`src/design/assert_macros.svh`:
```
// Assertion shorthands used by the address generator.
`ifndef ASSERT_MACROS_SVH
`define ASSERT_MACROS_SVH

// Checks a property on every rising clock edge outside reset.
`define ASSERT_RST(label, clk, rst, prop, msg) \
   label: assert property (@(posedge clk) disable iff (rst) (prop)) else $error(msg);

// Checks that a condition implies a consequence in the same cycle, outside reset.
`define ASSERT_IMPLY(label, clk, rst, cond, cons, msg) \
   label: assert property (@(posedge clk) disable iff (rst) (cond) |-> (cons)) else $error(msg);

`endif

```
`src/design/dpag_pkg.sv`:
```
`timescale 1ns / 1ps

package dpag_pkg;

   localparam int MAX_DIMS       = 4;
   localparam int DIM_IDX_BITS   = $clog2(MAX_DIMS);
   localparam int EXTENT_BITS    = 12;
   localparam int EXT_REG_BITS   = EXTENT_BITS + 1;
   localparam int BYTES_BITS     = 4;
   localparam int ORDER_BITS     = MAX_DIMS * DIM_IDX_BITS;
   localparam int OFFSET_BITS    = 51;
   localparam int LENGTH_BITS    = 52;
   localparam int LEVEL_BITS     = 3;
   localparam int MUL_B_BITS     = EXT_REG_BITS;
   localparam int MUL_STEP_BITS  = 4;
   localparam int CSR_INDEX_BITS = 3;
   localparam int CSR_DATA_BITS  = 13;
   localparam int REQ_DATA_BITS  = 8;
   localparam int RSP_DATA_BITS  = 160;
   localparam int RSP_PAD_BITS   = RSP_DATA_BITS - 2 * OFFSET_BITS - LENGTH_BITS;

   localparam logic [EXT_REG_BITS-1:0] EXTENT_CAP = EXT_REG_BITS'(1 << EXTENT_BITS);
   localparam logic [BYTES_BITS-1:0]   BYTES_CAP  = BYTES_BITS'(8);
   localparam logic [ORDER_BITS-1:0]   ORDER_IDENTITY = ORDER_BITS'(228);

   typedef enum logic [CSR_INDEX_BITS-1:0] {
      CSR_EXTENT_DIM0   = 3'd0,
      CSR_EXTENT_DIM1   = 3'd1,
      CSR_EXTENT_DIM2   = 3'd2,
      CSR_EXTENT_DIM3   = 3'd3,
      CSR_ELEMENT_BYTES = 3'd4,
      CSR_OUTPUT_ORDER  = 3'd5
   } csr_index_type;

   typedef enum logic [2:0] {
      SU_IDLE,
      SU_START,
      SU_STRIDE,
      SU_DELTA_INIT,
      SU_DELTA
   } setup_state_type;

   typedef struct packed {
      logic                                   busy;
      logic                                   clear;
      logic                                   order_error;
      logic [MAX_DIMS-1:0]                    level_on;
      logic [MAX_DIMS-1:0][EXTENT_BITS-1:0]   odm1;
      logic [MAX_DIMS-1:0][OFFSET_BITS-1:0]   delta;
      logic [LENGTH_BITS-1:0]                 length;
   } dpag_cfg_type;

   function automatic logic [EXT_REG_BITS-1:0] clamp_extent(input logic [EXT_REG_BITS-1:0] e);
      logic [EXT_REG_BITS-1:0] r;
      r = e;
      if (e == '0) r = EXT_REG_BITS'(1);
      else if (e > EXTENT_CAP) r = EXTENT_CAP;
      return r;
   endfunction

   function automatic logic [BYTES_BITS-1:0] clamp_bytes(input logic [BYTES_BITS-1:0] b);
      logic [BYTES_BITS-1:0] r;
      r = b;
      if (b == '0) r = BYTES_BITS'(1);
      else if (b > BYTES_CAP) r = BYTES_CAP;
      return r;
   endfunction

endpackage

```
`src/design/dpag_setup.sv`:
```
`timescale 1ns / 1ps

module dpag_setup (
   input  logic                                  clock,
   input  logic                                  reset,
   input  logic                                  csr_valid,
   output logic                                  csr_ready,
   input  logic [dpag_pkg::CSR_INDEX_BITS-1:0]   csr_index,
   input  logic [dpag_pkg::CSR_DATA_BITS-1:0]    csr_data,
   output dpag_pkg::dpag_cfg_type                cfg
);
   import dpag_pkg::*;

   logic [MAX_DIMS-1:0][EXT_REG_BITS-1:0] extent_ff, extent_in;
   logic [BYTES_BITS-1:0]                 bytes_ff, bytes_in;
   logic [ORDER_BITS-1:0]                 order_ff, order_in;

   setup_state_type                       state_ff, state_in;
   logic [LEVEL_BITS-1:0]                 idx_ff, idx_in;
   logic [MUL_STEP_BITS-1:0]              bit_ff, bit_in;
   logic [LENGTH_BITS-1:0]                mul_a_ff, mul_a_in;
   logic [MUL_B_BITS-1:0]                 mul_b_ff, mul_b_in;
   logic [LENGTH_BITS-1:0]                mul_p_ff, mul_p_in;
   logic [MAX_DIMS-1:0][LENGTH_BITS-1:0]  istr_ff, istr_in;
   logic [LENGTH_BITS-1:0]                len_ff, len_in;
   logic [MAX_DIMS-1:0][OFFSET_BITS-1:0]  delta_ff, delta_in;
   logic [OFFSET_BITS-1:0]                wsum_ff, wsum_in;
   logic [MAX_DIMS-1:0][EXTENT_BITS-1:0]  odm1_ff, odm1_in;

   logic [MAX_DIMS-1:0][DIM_IDX_BITS-1:0] sel;
   logic [MAX_DIMS-1:0][EXT_REG_BITS-1:0] idim;
   logic [BYTES_BITS-1:0]                 eb;
   logic                                  dup;
   logic [LEVEL_BITS-1:0]                 keep;
   logic                                  lead;
   logic [LEVEL_BITS:0]                   pos;
   logic                                  pos_on;
   logic [DIM_IDX_BITS-1:0]               src_dim;
   logic [EXTENT_BITS-1:0]                odm1_val;
   logic [LENGTH_BITS-1:0]                mul_sum;
   logic                                  mul_last;
   logic                                  csr_hit;

   assign csr_ready = 1'b1;

   always_comb begin
      dup  = 1'b0;
      keep = '0;
      lead = 1'b1;
      for (int j = 0; j < MAX_DIMS; j++) begin
         sel[j]  = order_ff[DIM_IDX_BITS*j +: DIM_IDX_BITS];
         idim[j] = clamp_extent(extent_ff[j]);
      end
      for (int i = 0; i < MAX_DIMS; i++) begin
         for (int j = i + 1; j < MAX_DIMS; j++) begin
            if (sel[i] == sel[j]) dup = 1'b1;
         end
         if (lead && sel[i] == DIM_IDX_BITS'(i)) keep = keep + LEVEL_BITS'(1);
         else lead = 1'b0;
      end
      eb       = clamp_bytes(bytes_ff);
      pos      = {1'b0, idx_ff} + {1'b0, keep};
      pos_on   = pos < (LEVEL_BITS + 1)'(MAX_DIMS);
      src_dim  = sel[pos[DIM_IDX_BITS-1:0]];
      odm1_val = EXTENT_BITS'(idim[src_dim] - EXT_REG_BITS'(1));
      mul_sum  = mul_p_ff + (mul_b_ff[0] ? mul_a_ff : '0);
      mul_last = bit_ff == MUL_STEP_BITS'(MUL_B_BITS - 1);
   end

   always_comb begin
      extent_in = extent_ff;
      bytes_in  = bytes_ff;
      order_in  = order_ff;
      state_in  = state_ff;
      idx_in    = idx_ff;
      bit_in    = bit_ff;
      mul_a_in  = mul_a_ff;
      mul_b_in  = mul_b_ff;
      mul_p_in  = mul_p_ff;
      istr_in   = istr_ff;
      len_in    = len_ff;
      delta_in  = delta_ff;
      wsum_in   = wsum_ff;
      odm1_in   = odm1_ff;
      csr_hit   = 1'b0;

      unique case (state_ff)
         SU_IDLE: begin
         end
         SU_START: begin
            istr_in[0] = LENGTH_BITS'(eb);
            if (keep == '0) len_in = LENGTH_BITS'(eb);
            mul_a_in = LENGTH_BITS'(eb);
            mul_b_in = idim[0];
            mul_p_in = '0;
            bit_in   = '0;
            idx_in   = LEVEL_BITS'(1);
            state_in = SU_STRIDE;
         end
         SU_STRIDE: begin
            mul_a_in = mul_a_ff << 1;
            mul_b_in = mul_b_ff >> 1;
            mul_p_in = mul_sum;
            bit_in   = bit_ff + MUL_STEP_BITS'(1);
            if (mul_last) begin
               if (keep == idx_ff) len_in = mul_sum;
               if (idx_ff == LEVEL_BITS'(MAX_DIMS)) begin
                  idx_in   = '0;
                  wsum_in  = '0;
                  state_in = SU_DELTA_INIT;
               end else begin
                  istr_in[idx_ff[DIM_IDX_BITS-1:0]] = mul_sum;
                  mul_a_in = mul_sum;
                  mul_b_in = idim[idx_ff[DIM_IDX_BITS-1:0]];
                  mul_p_in = '0;
                  bit_in   = '0;
                  idx_in   = idx_ff + LEVEL_BITS'(1);
               end
            end
         end
         SU_DELTA_INIT: begin
            if (pos_on) begin
               delta_in[idx_ff[DIM_IDX_BITS-1:0]] =
                  istr_ff[src_dim][OFFSET_BITS-1:0] - wsum_ff;
               odm1_in[idx_ff[DIM_IDX_BITS-1:0]] = odm1_val;
               mul_a_in = istr_ff[src_dim];
               mul_b_in = MUL_B_BITS'(odm1_val);
               mul_p_in = '0;
               bit_in   = '0;
               state_in = SU_DELTA;
            end else begin
               state_in = SU_IDLE;
            end
         end
         SU_DELTA: begin
            mul_a_in = mul_a_ff << 1;
            mul_b_in = mul_b_ff >> 1;
            mul_p_in = mul_sum;
            bit_in   = bit_ff + MUL_STEP_BITS'(1);
            if (mul_last) begin
               wsum_in = wsum_ff + mul_sum[OFFSET_BITS-1:0];
               if (idx_ff == LEVEL_BITS'(MAX_DIMS - 1)) begin
                  state_in = SU_IDLE;
               end else begin
                  idx_in   = idx_ff + LEVEL_BITS'(1);
                  state_in = SU_DELTA_INIT;
               end
            end
         end
         default: begin
            state_in = SU_START;
         end
      endcase

      if (csr_valid) begin
         unique case (csr_index)
            CSR_EXTENT_DIM0, CSR_EXTENT_DIM1, CSR_EXTENT_DIM2, CSR_EXTENT_DIM3: begin
               extent_in[csr_index[DIM_IDX_BITS-1:0]] = csr_data[EXT_REG_BITS-1:0];
               csr_hit = 1'b1;
            end
            CSR_ELEMENT_BYTES: begin
               bytes_in = csr_data[BYTES_BITS-1:0];
               csr_hit  = 1'b1;
            end
            CSR_OUTPUT_ORDER: begin
               order_in = csr_data[ORDER_BITS-1:0];
               csr_hit  = 1'b1;
            end
            default: begin
            end
         endcase
         if (csr_hit) state_in = SU_START;
      end
   end

   always_ff @(posedge clock) begin
      if (reset) begin
         for (int j = 0; j < MAX_DIMS; j++) extent_ff[j] <= EXT_REG_BITS'(1);
         bytes_ff <= BYTES_BITS'(1);
         order_ff <= ORDER_IDENTITY;
         state_ff <= SU_START;
         idx_ff   <= '0;
         bit_ff   <= '0;
      end else begin
         extent_ff <= extent_in;
         bytes_ff  <= bytes_in;
         order_ff  <= order_in;
         state_ff  <= state_in;
         idx_ff    <= idx_in;
         bit_ff    <= bit_in;
      end
   end

   always_ff @(posedge clock) begin
      mul_a_ff <= mul_a_in;
      mul_b_ff <= mul_b_in;
      mul_p_ff <= mul_p_in;
      istr_ff  <= istr_in;
      len_ff   <= len_in;
      delta_ff <= delta_in;
      wsum_ff  <= wsum_in;
      odm1_ff  <= odm1_in;
   end

   always_comb begin
      cfg.busy        = state_ff != SU_IDLE;
      cfg.clear       = csr_hit;
      cfg.order_error = dup;
      for (int c = 0; c < MAX_DIMS; c++) begin
         cfg.level_on[c] = ((LEVEL_BITS + 1)'(c) + {1'b0, keep}) < (LEVEL_BITS + 1)'(MAX_DIMS);
      end
      cfg.odm1   = odm1_ff;
      cfg.delta  = delta_ff;
      cfg.length = len_ff;
   end

endmodule

```
`src/design/dimension_permute_addr_gen.sv`:
```
`timescale 1ns / 1ps
// Channel | Direction | Handshake             | Payload
// req     | in        | req_tvalid/req_tready | req_tdata: restart
// rsp     | out       | rsp_tvalid/rsp_tready | rsp_tdata, rsp_tlast, rsp_tuser
// csr     | in        | csr_valid/csr_ready   | csr_index, csr_data
//
// One item is accepted per cycle outside setup and stalls; its descriptor is registered.
// Offsets advance by stored per-level increments, so no multiply sits in the item path.
// After reset and after every register write, a bit-serial stride setup runs while
// req_tready stays low.
// The input is also held off in the cycle of a register write.
// A stalled result holds the output register and stops input until it is taken.
`include "assert_macros.svh"

module dimension_permute_addr_gen (
   input  logic                                  clock,
   input  logic                                  reset,
   input  logic                                  req_tvalid,
   output logic                                  req_tready,
   input  logic [dpag_pkg::REQ_DATA_BITS-1:0]    req_tdata,  // restart, zero padding
   output logic                                  rsp_tvalid,
   input  logic                                  rsp_tready,
   output logic [dpag_pkg::RSP_DATA_BITS-1:0]    rsp_tdata,  // source_offset, dest_offset,
                                                             // copy_length, zero padding
   output logic                                  rsp_tlast,
   output logic                                  rsp_tuser,  // order_error
   input  logic                                  csr_valid,
   output logic                                  csr_ready,
   input  logic [dpag_pkg::CSR_INDEX_BITS-1:0]   csr_index,
   input  logic [dpag_pkg::CSR_DATA_BITS-1:0]    csr_data
);
   import dpag_pkg::*;

   dpag_cfg_type                          cfg;

   logic [MAX_DIMS-1:0][EXTENT_BITS-1:0]  cnt_ff, cnt_in;
   logic [OFFSET_BITS-1:0]                src_ff, src_in;
   logic [OFFSET_BITS-1:0]                dst_ff, dst_in;
   logic                                  rsp_valid_ff, rsp_valid_in;
   logic [RSP_DATA_BITS-1:0]              rsp_data_ff, rsp_data_in;
   logic                                  rsp_last_ff, rsp_last_in;
   logic                                  rsp_err_ff, rsp_err_in;

   logic                                  req_fire;
   logic                                  restart;
   logic [MAX_DIMS-1:0][EXTENT_BITS-1:0]  cnt_eff;
   logic [OFFSET_BITS-1:0]                src_eff;
   logic [OFFSET_BITS-1:0]                dst_eff;
   logic [MAX_DIMS-1:0]                   at_max;
   logic                                  all_max;
   logic                                  found;
   logic [DIM_IDX_BITS-1:0]               step_lvl;
   logic                                  cnt_in_range;

   dpag_setup u_setup (
      .clock     (clock),
      .reset     (reset),
      .csr_valid (csr_valid),
      .csr_ready (csr_ready),
      .csr_index (csr_index),
      .csr_data  (csr_data),
      .cfg       (cfg)
   );

   assign req_tready = !cfg.busy && !cfg.clear && (!rsp_valid_ff || rsp_tready);
   assign req_fire   = req_tvalid && req_tready;
   assign restart    = req_tdata[0];

   always_comb begin
      found    = 1'b0;
      step_lvl = '0;
      src_eff  = restart ? '0 : src_ff;
      dst_eff  = restart ? '0 : dst_ff;
      for (int c = 0; c < MAX_DIMS; c++) begin
         cnt_eff[c] = restart ? '0 : cnt_ff[c];
         at_max[c]  = !cfg.level_on[c] || cnt_eff[c] == cfg.odm1[c];
         if (!found && !at_max[c]) begin
            step_lvl = DIM_IDX_BITS'(c);
            found    = 1'b1;
         end
      end
      all_max = &at_max;

      cnt_in       = cnt_ff;
      src_in       = src_ff;
      dst_in       = dst_ff;
      rsp_data_in  = rsp_data_ff;
      rsp_last_in  = rsp_last_ff;
      rsp_err_in   = rsp_err_ff;
      rsp_valid_in = rsp_tready ? 1'b0 : rsp_valid_ff;

      if (cfg.clear) begin
         cnt_in = '0;
         src_in = '0;
         dst_in = '0;
      end else if (req_fire) begin
         rsp_valid_in = 1'b1;
         if (cfg.order_error) begin
            cnt_in      = '0;
            src_in      = '0;
            dst_in      = '0;
            rsp_data_in = '0;
            rsp_last_in = 1'b1;
            rsp_err_in  = 1'b1;
         end else begin
            for (int c = 0; c < MAX_DIMS; c++) begin
               if (all_max || DIM_IDX_BITS'(c) < step_lvl) cnt_in[c] = '0;
               else if (DIM_IDX_BITS'(c) == step_lvl) cnt_in[c] = cnt_eff[c] + EXTENT_BITS'(1);
               else cnt_in[c] = cnt_eff[c];
            end
            src_in      = all_max ? '0 : src_eff + cfg.delta[step_lvl];
            dst_in      = all_max ? '0 : dst_eff + cfg.length[OFFSET_BITS-1:0];
            rsp_data_in = {{RSP_PAD_BITS{1'b0}}, cfg.length, dst_eff, src_eff};
            rsp_last_in = all_max;
            rsp_err_in  = 1'b0;
         end
      end
   end

   always_comb begin
      cnt_in_range = 1'b1;
      for (int c = 0; c < MAX_DIMS; c++) begin
         if (cfg.level_on[c] && cnt_ff[c] > cfg.odm1[c]) cnt_in_range = 1'b0;
      end
   end

   always_ff @(posedge clock) begin
      if (reset) begin
         cnt_ff       <= '0;
         src_ff       <= '0;
         dst_ff       <= '0;
         rsp_valid_ff <= 1'b0;
      end else begin
         cnt_ff       <= cnt_in;
         src_ff       <= src_in;
         dst_ff       <= dst_in;
         rsp_valid_ff <= rsp_valid_in;
      end
   end

   always_ff @(posedge clock) begin
      rsp_data_ff <= rsp_data_in;
      rsp_last_ff <= rsp_last_in;
      rsp_err_ff  <= rsp_err_in;
   end

   assign rsp_tvalid = rsp_valid_ff;
   assign rsp_tdata  = rsp_data_ff;
   assign rsp_tlast  = rsp_last_ff;
   assign rsp_tuser  = rsp_err_ff;

   `ASSERT_IMPLY(a_no_item_during_setup, clock, reset, req_tvalid && req_tready, !cfg.busy, "item accepted while stride setup runs")
   `ASSERT_RST(a_restart_zero_offsets, clock, reset, (req_tvalid && req_tready && req_tdata[0] && !cfg.clear) |=> (rsp_tvalid && rsp_tdata[2*OFFSET_BITS-1:0] == '0), "restart item did not start at offset zero")
   `ASSERT_IMPLY(a_counters_in_range, clock, reset, !cfg.busy, cnt_in_range, "position counter beyond its extent")

endmodule
```
`config.mk`:
```
export PLATFORM = sky130hd
export DESIGN_NAME = dimension_permute_addr_gen
export DESIGN_NICKNAME = d
export VERILOG_FILES = /design/src/design/dpag_pkg.sv /design/src/design/dpag_setup.sv /design/src/design/dimension_permute_addr_gen.sv
export VERILOG_INCLUDE_DIRS = /design/src /design/src/design
export SDC_FILE = /design/constraint.sdc
export NUM_CORES = 2
export LEC_CHECK = 0
export CAP_MARGIN = 20
export CORE_MARGIN = 5
export CORE_UTILIZATION = 35
export DETAILED_ROUTE_END_ITERATION = 12
export DONT_BUFFER_PORTS = 1
export GPL_ROUTABILITY_DRIVEN = 0
export HOLD_SLACK_MARGIN = 0.03
export PLACE_DENSITY = 0.51
export SYNTH_ARGS = -nofsm -noshare
export SYNTH_HDL_FRONTEND = slang
export SYNTH_HIERARCHICAL = 1
export SYNTH_SLANG_ARGS = --single-unit
```
`constraint.sdc`:
```
create_clock -name clock -period 8.5 [get_ports clock]
set_input_delay 1.7 -clock clock [delete_from_list [all_inputs] [get_ports clock]]
set_output_delay 1.7 -clock clock [all_outputs]
set_load 0.02 [all_outputs]
```
# Word-level counts from Yosys, hierarchy flattened
# Index checks and enable logic that the tools add are counted.
# W data, S select, Z words.
dict set report word_totals {
  reg_bits 1067
  latch_bits 0
  ram_bits 0
  mem_bits_ro 0
  input_bits 29
  out_inout_bits 165
  wordCells 296
  n_memories 0
}
dict set report op_classes {
  add_sub_neg 19
  n_mul 0
  div 0
  order_cmp 21
  n_eq_ne 37
  shifts 0
  n_mux 118
  bitwise 2
  n_reduce_logical 62
}
# cell n
set ops {}
lappend ops {{$mux W52} 14}
lappend ops {{$mux W51} 11}
lappend ops {{$pmux W52 S4} 2}
lappend ops {{$bwmux W208} 1}
lappend ops {{$pmux W52 S2} 2}
lappend ops {{$bwmux W204} 1}
lappend ops {{$mux W13} 13}
lappend ops {{$mux W12} 14}
lappend ops {{$add A51 B51 Y51} 3}
lappend ops {{$bmux W52 S2} 1}
lappend ops {{$demux W52 S2} 1}
lappend ops {{$bmux W51 S2} 1}
lappend ops {{$demux W51 S2} 1}
lappend ops {{$pmux W51 S2} 1}
lappend ops {{$add A52 B52 Y52} 1}
lappend ops {{$bmux W13 S2} 2}
lappend ops {{$bwmux W52} 1}
lappend ops {{$gt A13 B13 Y1 const B} 4}
lappend ops {{$logic_not A13 Y1} 4}
lappend ops {{$pmux W13 S4} 1}
lappend ops {{$sub A51 B51 Y51} 1}
lappend ops {{$add A12 B1 Y12 const B} 4}
lappend ops {{$bwmux W48} 1}
lappend ops {{$eq A12 B12 Y1} 4}
lappend ops {{53 further kinds} 170}

# Depth between registers and ports, before layout
dict set report logic_depth {
  word_depth 26
  mapped_depth 30
  mapped_depth_nobuf 25
}

# Hierarchy
# Netlist, hierarchy kept.
# mod n_inst cells_per_inst area_per_inst_um2 seq_area_each_um2
set modules_own_cells {}
lappend modules_own_cells {dpag_setup 1 3208 37873.8 21901.0}
lappend modules_own_cells {dimension_permute_addr_gen 1 2403 20358.3 7707.4}

# Least setup slack after synthesis
# OpenSTA, ideal clock, no wires.
dict set report synth_timing {
  path_type {input -> register}
  startpoint {input port csr_valid}
  endpoint {register rsp_data_ff[0], in the netlist rsp_tdata[0] (enable)}
  setup_ps 580
  t_arrival_ps 7018
  t_required_ps 7920
  path_slack_ps 902
  cell_stages 7
  n_path_buf 3
  path_cell_list {a21boi_0 > buf_4 > nor2_1 > nand3_1 > inv_1 > clkbuf_1 > buf_1}
}
# item line_no
set synth_rtl {}
lappend synth_rtl {{start, declared} dimension_permute_addr_gen.sv:27} ;# input logic csr_valid,
lappend synth_rtl {{end signal, assigned} dimension_permute_addr_gen.sv:142} ;# rsp_data_ff <= rsp_data_in;
lappend synth_rtl {{end, declared} dimension_permute_addr_gen.sv:40} ;# logic [RSP_DATA_BITS-1:0] rsp_data_ff, rsp_data_in;

# Worst setup path after layout
dict set report layout_timing {
  startpoint {register u_setup.order_ff[0]}
  endpoint {register u_setup.delta_ff, in the netlist u_setup/cfg[153] (data pin)}
}
dict set report layout_between {
  elab_chain_cells 15
  elab_cells_between_ends 21
  classes_between {5 x add/sub; 12 x mux; 4 x reduce/logical}
}
# item line_no
set layout_rtl {}
lappend layout_rtl {{start, declared} dpag_setup.sv:16} ;# logic [ORDER_BITS-1:0] order_ff, order_in;
lappend layout_rtl {{start signal, assigned} dpag_setup.sv:187} ;# order_ff <= order_in;
lappend layout_rtl {{$logic_not A2 Y1} dpag_setup.sv:58} ;# if (lead && sel[i] == DIM_IDX_BITS'(i)) keep = keep + LEVEL_BITS'(1);
lappend layout_rtl {{$mux W1} dpag_setup.sv:58}
lappend layout_rtl {{$add A1 B1 Y2 or $logic_and A1 B1 Y1 (tied branches)} dpag_setup.sv:58}
lappend layout_rtl {{$mux W3 or $mux W1 (tied branches)} dpag_setup.sv:58}
lappend layout_rtl {{$add A3 B1 Y3 or $logic_and A1 B1 Y1 (tied branches)} dpag_setup.sv:58}
lappend layout_rtl {{$mux W3 or $mux W1 (tied branches)} dpag_setup.sv:58}
lappend layout_rtl {{$add A3 B1 Y3 or $logic_and A1 B1 Y1 (tied branches)} dpag_setup.sv:58}
lappend layout_rtl {{$mux W3} dpag_setup.sv:58}
lappend layout_rtl {{$add A3 B3 Y4} dpag_setup.sv:62} ;# pos = {1'b0, idx_ff} + {1'b0, keep};
lappend layout_rtl {{$bmux W2 S2 (*)} dpag_setup.sv:64} ;# src_dim = sel[pos[DIM_IDX_BITS-1:0]];
lappend layout_rtl {{$mux W2 (implied by the code) (*)} dpag_setup.sv:64}
lappend layout_rtl {{$bmux W52 S2 (*)} dpag_setup.sv:124} ;# istr_ff[src_dim][OFFSET_BITS-1:0] - wsum_ff;
lappend layout_rtl {{$mux W52 (implied by the code) (*)} dpag_setup.sv:124}
lappend layout_rtl {{$sub A51 B51 Y51 (*)} dpag_setup.sv:124}
lappend layout_rtl {{$bwmux W204 (*)} dpag_setup.sv:123} ;# delta_in[idx_ff[DIM_IDX_BITS-1:0]] =
lappend layout_rtl {{end signal, assigned} dpag_setup.sv:200} ;# delta_ff <= delta_in;
lappend layout_rtl {{end, declared} dpag_setup.sv:26} ;# logic [MAX_DIMS-1:0][OFFSET_BITS-1:0] delta_ff, delta_in;
# Mark *: on every way between the ends. The rest lies on a longest branch, timed or not. The select of a mux whose other input is x is not followed.
# A chain may end at the register's enable or synchronous reset.

==> impl_results.md <==
* Clock Tree Buf Depth at 3
* Vias post-DR at approximately 43,000
* Slew Limit Fails at 0
* Most frequent cells in the layout: edfxtp_1, nand2_1, nor2_1
* Final Critical Period at around 7.4 ns
* Setup Fix Bufs, Post-CTS at 0
* Max-Cap Viols at 0
* Hold_ws at 0.462 ns
* Worst hold path class: reg -> reg
* WP data required at ~9.0 ns
* VDD IR max at ~0.00016 V
* DRT antenna net count at 0
* Vias in the first global route at roughly 41,000
* Tot GR Track Use at around a fifth
* Commonest non-fill, non-tap cell in the layout: edfxtp_1
* Ys async rst share at 0%
* Number of antenna violations at the first check in global routing at 3
* Share of the synthesized area in the top cell type at 43.1%
* H-tree levels at 3
* Hold Buf Count CTS at 0
* Crit end category: flip-flop
* FMAX at around 140 MHz
* 1st-iter DRT viols at 3,734
* Die Ht at between 400 and 500 µm
* Overflow after GRT at 0
* Skew final at roughly 0.035 ns
* Arr. time, crit path at 7.86 ns
* Yosys reg bits at ~1,100
* Area Growth Syn to Fin at 9.86%
* Top post-synthesis cells by area: edfxtp_1, dfxtp_1, ha_1
* Worst-Skew Late Latency at ~0.73 ns
* Routed len/inst at approximately 22 µm
* Rel. slew slack at 26.3%
* Placed insts at 7,561
* Lkg Pwr at around 24 nW
* Vias/cell at 5.49
* Clock root buffer master: clkbuf_16
* CTS tree: done
* PwrDens at roughly 240 nW/µm²
* Final Instance Count excl. Fillers at between 7,000 and 8,000
* Largest net degree at the start of global routing at 170
* DRC viols at 0
* Placed wire-length estimate at roughly 120,000 µm
* TritonCTS buffer count at 110
* Cts repair resizes at 0
* Fin util at approximately two fifths
* Final #Nets at between 5,000 and 6,000
* Predominant post-synthesis flop cell: edfxtp_1
* Critical path class: reg -> reg
* Final setup fails at 0
* Die ar. at 175,000 µm²
* Synthesized instance count at between 5,000 and 6,000
* Final TNS setup at 0 ns
* Yosys cell types at between 100 and 150
* First-pass GRT wire length at approximately 260,000 µm
* Slew @ Worst Pin at approximately 1.1 ns
* Sequential element share of the synthesized area at 50.8%
* Starting density of the core at around a third
* Share of cells above drive strength 1 at 6.57%
* Die Wd at 418 µm
* Area leader, netlist: edfxtp_1
* Mapped Avg Cell Area at between 10 and 15 µm²
* Clk slew on worst S/H paths at ~0.060 ns
* IO buf count at 0
* Row count at approximately 150
* Mapped Area at between 50,000 and 60,000 µm²
* Drt pass-1 iters at 6
* Period utilisation layout at 87.0%
* Core Region at about 170,000 µm²
* CTS sink cnt at 1,061
* RSZ-0062 raised after global routing: no
* Largest fanout on the critical path at 39
* Status: finished, final reports clean
* Ys Warns at 6
* Startpoint class of the critical path: flip-flop
* IO Count at between 150 and 200
* WL final at roughly 170,000 µm
* EDFF count, synth at between 800 and 900
* Final hold viol count at 0
## routing by layer
metal	up-vias	wire length (µm)	GRT usage (%)
met5	-	0	0
met4	0	4380	5.22
met3	213	8660	2.25
met2	1128	75100	29.0
met1	20900	82400	28.1
li1	20400	-	-
## layout make-up
cell class | instances | area (µm²)
multi-input combinational | 4047 | 26800
fill | 16200 | 101000
clock buffer | 140 | 2950
sequential | 1061 | 29600
tap | 2189 | 2740
timing repair buffer | 64 | 480
inverter | 200 | 758
antenna | 3 | 7.51
clock inverter | 62 | 596
## path summary, 6_finish.rpt
check                           start          endpoint  slack (ns)  cells past startpoint
setup / recovery  u_setup/order_ff[0]  u_setup/cfg[153]        1.10                     21
hold / removal             src_ff[24]        src_ff[24]        0.46                      2
setup reg to reg  u_setup/order_ff[0]  u_setup/cfg[153]        1.10                     21
hold reg to reg            src_ff[24]        src_ff[24]        0.46                      2
## sequential cells by signal, summed over array words and instances (netlist names), 3 cells and up
| register | count |
|---|---|
| u_setup/mul_a_ff | 52 |
| u_setup/cfg | 252 |
| u_setup/mul_p_ff | 52 |
| u_setup/bytes_ff | 4 |
| src_ff | 51 |
| u_setup/mul_b_ff | 13 |
| u_setup/istr_ff | 208 |
| rsp_tdata | 154 |
| dst_ff | 51 |
| u_setup/order_ff | 8 |
| u_setup/bit_ff | 4 |
| cnt_ff | 48 |
| u_setup/wsum_ff | 51 |
| u_setup/state_ff | 3 |
| u_setup/len_ff | 52 |
| u_setup/idx_ff | 3 |
| u_setup/extent_ff | 52 |
## cells by family after synthesis
| kind of cell | Yosys count | share of synthesized area [%] |
|---|---|---|
| flops | 1061 | 50.8 |
| xor+xnor | 270 | 4.06 |
| compound gates | 1496 | 16.5 |
| fa+ha+maj | 279 | 6.07 |
| simple gates | 1893 | 16.1 |
| mux | 102 | 2.94 |
| other cells | 2 | 0.0129 |
| buf+inv | 508 | 3.41 |
## stage by stage
step	power, mW	setup WS, ns	cell area (µm²)
floorplan	9.16	0.902	58300
global placement	10.3	0.854	60400
detailed placement	10.4	0.836	60400
CTS	15.2	0.982	64000
global route	15.9	0.656	64000
finish	15.1	1.10	64000
## critical path: stages, from the launching register on
cell and delay (ns):
dfxtp_1 0.38, or2_2 0.42, nor2b_1 0.22, ha_1 0.26, nor2_1 0.10, nor2_1 0.06
inv_1 0.07, fa_1 0.46, mux4_4 0.87, buf_4 0.46, mux4_2 0.60, ha_1 0.38
a21o_1 0.19, a21o_1 0.18, a2111oi_0 0.43, o21ai_0 0.21, a311o_1 0.38, a21oi_1 0.30
o22a_1 0.29, a41o_1 0.26, o21ai_1 0.09, xnor2_1 0.41
## power breakdown
group / leakage (nW) / switching (mW) / internal, mW
combinational: 12.7 / 2.74 / 1.41
sequential: 9.70 / 0.118 / 6.04
clock: 1.70 / 2.09 / 2.72
total: 24.1 / 4.94 / 10.2
## cell usage after synthesis, drive strengths merged, types with 22 or more instances
cell	instances
a211oi	40
a21o	173
a21oi	424
a221oi	23
a22oi	85
a31oi	103
and2	191
and3	52
buf	67
clkbuf	241
dfxtp	225
edfxtp	836
ha	273
inv	199
mux2i	45
mux4	55
nand2	526
nand2b	47
nand3	142
nand3b	22
nand4	60
nor2	467
nor2b	214
nor3	64
o21a	37
o21ai	284
o21bai	48
o22ai	58
xnor2	164
xor2	106
Note: power is estimated with default switching activity, not from simulation.
